`src/hw/rtl/sidc_pkg.sv`:
```
`timescale 1ns / 1ps

package sidc_pkg;

  localparam int DEPTH_DEF = 16;
  localparam int KEY_WORDS = 4;
  localparam int WORD_W    = 64;
  localparam int TIME_W    = 32;
  localparam int CNT_W     = 5;
  localparam int FUNC_W    = 2;
  localparam int CFG_IDX_W = 1;
  localparam int CFG_DAT_W = 32;

  localparam logic [FUNC_W-1:0] FUNC_LOOKUP   = 2'd0;
  localparam logic [FUNC_W-1:0] FUNC_REMEMBER = 2'd1;
  localparam logic [FUNC_W-1:0] FUNC_CULL     = 2'd2;

  localparam logic [CFG_IDX_W-1:0] REG_LIFETIME = 1'b0;
  localparam logic [CFG_IDX_W-1:0] REG_CAPACITY = 1'b1;

  localparam logic [TIME_W-1:0] LIFETIME_RST = 32'd3600;
  localparam logic [CNT_W-1:0]  CAPACITY_RST = 5'd16;

  typedef logic [KEY_WORDS-1:0][WORD_W-1:0] key_t;

  typedef struct packed {
    key_t              key;
    logic [TIME_W-1:0] seen;
    logic              deliv;
  } entry_t;

  typedef struct packed {
    logic load;
    logic shift;
    logic touch;
  } cell_ctrl_t;

endpackage

```
`src/hw/rtl/sidc_cell.sv`:
```
`timescale 1ns / 1ps

module sidc_cell (
  input  logic                        clk,
  input  sidc_pkg::cell_ctrl_t        ctrl,
  input  logic                        valid,
  input  sidc_pkg::key_t              key_in,
  input  logic [sidc_pkg::TIME_W-1:0] now_in,
  input  logic                        deliv_in,
  input  logic [sidc_pkg::TIME_W-1:0] lifetime,
  input  sidc_pkg::entry_t            nbr_in,
  output sidc_pkg::entry_t            q,
  output logic                        match,
  output logic                        expired
);
  import sidc_pkg::*;

  entry_t            q_r;
  entry_t            q_nxt;
  logic [TIME_W-1:0] age;

  always_comb begin
    q_nxt = q_r;
    if (ctrl.load) begin
      q_nxt.key   = key_in;
      q_nxt.seen  = now_in;
      q_nxt.deliv = deliv_in;
    end else if (ctrl.shift) begin
      q_nxt = nbr_in;
    end else if (ctrl.touch) begin
      q_nxt.seen  = now_in;
      q_nxt.deliv = q_r.deliv | deliv_in;
    end
  end

  always_ff @(posedge clk) begin
    q_r <= q_nxt;
  end

  assign age     = now_in - q_r.seen;
  assign match   = valid && (q_r.key == key_in);
  assign expired = valid && ((q_r.seen == '0) || (now_in < q_r.seen) || (age > lifetime));
  assign q       = q_r;

endmodule

```
`config.mk`:
```
export PLATFORM = sky130hd
export DESIGN_NAME = sidc_cell
export DESIGN_NICKNAME = d
export VERILOG_FILES = /design/src/hw/rtl/sidc_pkg.sv /design/src/hw/rtl/sidc_cell.sv
export SDC_FILE = /design/constraint.sdc
export NUM_CORES = 1
export LEC_CHECK = 0
export ABC_AREA = 1
export ABC_CLOCK_PERIOD_IN_PS = 8630
export BUFFER_PORTS_ARGS = -buffer_cell sky130_fd_sc_hd__buf_2
export CAP_MARGIN = 20
export CORE_AREA = 2 2 353 355
export CTS_BUF_LIST = sky130_fd_sc_hd__clkbuf_8
export DETAILED_ROUTE_END_ITERATION = 6
export DIE_AREA = 0 0 355 357
export PLACE_DENSITY = 0.44
export SETUP_SLACK_MARGIN = 0.1
export SLEW_MARGIN = 20
export SYNTH_ARGS = -nofsm -noshare
export SYNTH_HDL_FRONTEND = slang
export SYNTH_SLANG_ARGS = --single-unit
```
`constraint.sdc`:
```
create_clock -name clk -period 8.63 [get_ports clk]
set_input_delay 0 -clock clk [delete_from_list [all_inputs] [get_ports clk]]
set_output_delay 0 -clock clk [all_outputs]
set_load 0.005 [all_outputs]
```
==> results.md <==
- RSZ-0062 raised after global routing: no
- CP arrival: 4390 ps
- Ordered list of cells on the worst path: ha_1 -> fa_1 -> o21ai_2 -> a21oi_2 -> o21ai_2 -> nand3_1 -> nand3_1 -> nand2_1 -> ha_1 -> nand2_1 -> nor3_1 -> and3_1 -> nand2_1 -> nand2_1 -> nand2_1 -> a21oi_1 -> buf_2
- Net count after synthesis: 3322
- CP top delay family: simple AND/OR/NAND/NOR gates
- Clock-pin slew reported for the worst setup and hold paths after clock tree synthesis: 60 ps
- Core Rows: 129
- Max FO, Critical Path: 4
- Final Max Tran Viols: 0
- Sum of buffers and inverters on the critical path: 1
- Count of instances resized after the clock tree is built: 0
- Placed wire-length estimate after detailed placement: 110000 µm
- Maximum number of pins on one net before global-route repair: 147
- Layout overhead on the synthesized area: 81.4%
- Count of clock tree sinks: 289
- Top post-synthesis cells by count: sky130_fd_sc_hd__nand2_1 (1114), sky130_fd_sc_hd__inv_1 (423), sky130_fd_sc_hd__edfxtp_1 (289)
- Total via count in the routed design: 24655
- Clock Tree Root: sky130_fd_sc_hd__clkbuf_8
- Max transition margin: 22.0%
- Global-route wire length before repair: 181000 µm
- Post-place setup slack: 5040 ps
- Startpoint Class: flop
- Die outline width: 355 µm
- Max rail drop VDD: 100 µV
- Accumulated negative setup slack: 0 ps
- Synth area leader: sky130_fd_sc_hd__edfxtp_1
- Clock buffers created by TritonCTS: 67
- Count of input and output buffers: 905
- Max Clock Skew: 0 ps
- EDFF count, synth: 289
- Post-synthesis instance area: 0.0194 mm²
- Post-detailed-route count of antenna-violating nets: 0
- Worst setup slack after layout: 4240 ps
- Fraction of post-synthesis cell area in the top cell type by area: 44.7%
- Die Y-Extent: 357 µm
- GR Overflow Total: 0
- All-Layer GR Usage: 20.4%
- Vias in the first global route: 24685
- Final worst path period need: 4390 ps
- Via density per instance: 4.07
- Maximum frequency from static timing analysis: 228 MHz
- Post-layout utilization of the core: 28.7%
- Final WL: 135000 µm
- Critical Setup Path Class: flop to output port
- Initial core utilization: 15.8%
- Number of design-rule violations left by the first detailed-router iteration: 1729
- Largest stage delay, worst path: 550 ps
- Critical path's slowest cell: sky130_fd_sc_hd__edfxtp_1
- Storage element area: 0.00868 mm²
- Post-route DRC: 0
- Min-delay worst type: primary input to flop
- Reported leakage power: 17.5 nW
- Number of fillers in the final layout: 13534
- Kind of end point of the critical path: output port
- Critical Path RT: 8630 ps
- Largest buffer count on any clock path: 3
- Number of max-cap violations: 0
- Mean instance size in the synthesized netlist: 7.35 µm²
- Sequential share of the synthesized area: 44.7%
- Number of cells produced by synthesis: 2642
- CTS tree: done
- Number of antenna violations at the first check in global routing: 47
- Die area: 0.127 mm²
- Flip-flop count of the largest register after layout: 289
- H-tree level count: 3
- Crit-path most repeated cell: sky130_fd_sc_hd__nand2_1
- Yosys warnings: 0
- First-pass detailed-route iteration total: 5
- Fraction of layout cells with a size suffix above 1: 23.4%
- Run status: finished, final reports clean
- Cell with the most instances after synthesis: sky130_fd_sc_hd__nand2_1
- Power density cells: 152 mW/mm²
- Total area of multi-input combinational cells: 0.00885 mm²
- I/O Pins: 906
- Average wire per standard cell: 22.2 µm
- Crit share post-route: 50.8%
- Synthesized flop and latch total: 289
- Transition time at the pin with the least slew margin: 1170 ps
- Final hold violation count: 0
- Weighted congestion at the end of routability-driven global placement: 0.911
- Area of the core region: 0.123 mm²
- Share of synthesized registers carrying an async set or reset: 0%
- Leading post-synthesis cells by cell area: sky130_fd_sc_hd__edfxtp_1 (45%), sky130_fd_sc_hd__nand2_1 (22%), sky130_fd_sc_hd__inv_1 (8.2%)
- Post-layout nets: 5049
- Number of failing setup endpoints in the final timing report: 0
- Primary flip-flop cell chosen by synthesis mapping: sky130_fd_sc_hd__edfxtp_1
- Count of distinct cell types in the synthesized netlist: 38
- Clk Latency, worst-skew pair: 720 ps
==> metal layers <==
layer	vias up	wire (µm)	share of wire, %	global-route usage (%)
li1	11831	-	-	-
met1	11610	53100	39	23.6
met2	973	67400	50	36.8
met3	197	9620	7.1	4.73
met4	44	4480	3.3	7.01
met5	-	282	0.21	0
==> worst min-delay path: cells and delay by family <==
kind                   cells  cell delay [ps]
buffers and inverters      2              190
AND/OR/NAND/NOR            1              340
==> final timing paths <==
path,start,endpoint,slack [ps],depth (start not counted)
max reg2reg,q[0]$_DFFE_PP_,q[0]$_DFFE_PP_,7120,3
min reg2reg,q[0]$_DFFE_PP_,q[0]$_DFFE_PP_,1190,3
min,ctrl[1],q[202]$_DFFE_PP_,40,3
max,q[1]$_DFFE_PP_,expired,4240,17
==> cell families (layout without fill, tap and decap cells) <==
| logic type | after synthesis | count (layout) | share of synthesized area [%] |
|---|---|---|---|
| simple gates | 1375 | 1375 | 27.8 |
| buf+inv | 488 | 2263 | 9.82 |
| compound gates | 324 | 324 | 8.91 |
| flops | 289 | 289 | 44.7 |
| xor+xnor | 101 | 101 | 4.55 |
| fa+ha+maj | 65 | 65 | 4.22 |
| other cells | 0 | 11 | 0 |
==> through the flow <==
step	hold slack, ps	area (µm²)	power [mW]	cells
floorplan	89.2	19400	2.52	2642
global placement	264	25800	3.31	5133
detailed placement	267	25800	3.32	5133
CTS	0.0191	35200	5.43	6054
global route	63.1	35200	5.64	6061
finish	42.9	35300	5.34	6065
==> area by class of cell <==
class | instances | area share (%)
antenna | 11 | 0.0781
clock buffer | 67 | 2.62
clock inverter | 50 | 1.19
inverter | 425 | 4.55
multi-input combinational | 1865 | 25.1
sequential | 289 | 24.6
tap | 1637 | 5.81
timing repair buffer | 1721 | 36.0
==> report_power, final <==
part | internal [mW] | leakage [nW] | switching, mW
Sequential | 1.74 | 2.98 | 0.134
Clock | 0.918 | 0.744 | 0.812
Combinational | 0.776 | 13.8 | 0.967
Total | 3.43 | 17.5 | 1.91
==> repair_timing <==
action                                 CTS  global route
hold buffers                           804             0
buffers inserted                         0             0
endpoints found under the hold margin  289             0
==> cell usage in the layout (no fill, tap or decap), drive strengths merged, types with 11 or more instances in the layout <==
cell type / synthesis / routed
nor2: 153 / 153
o21ai: 222 / 222
clkbuf: 31 / 67
clkinv: 0 / 22
nand4: 34 / 34
o22ai: 23 / 23
xor2: 36 / 36
dlygate4sd3: 0 / 804
diode: 0 / 11
xnor2: 65 / 65
buf: 32 / 917
ha: 64 / 64
edfxtp: 289 / 289
inv: 425 / 446
nand2: 1120 / 1120
nor3: 16 / 16
a21oi: 58 / 58
nand3: 34 / 34
Note: power is estimated with default switching activity, not from simulation.
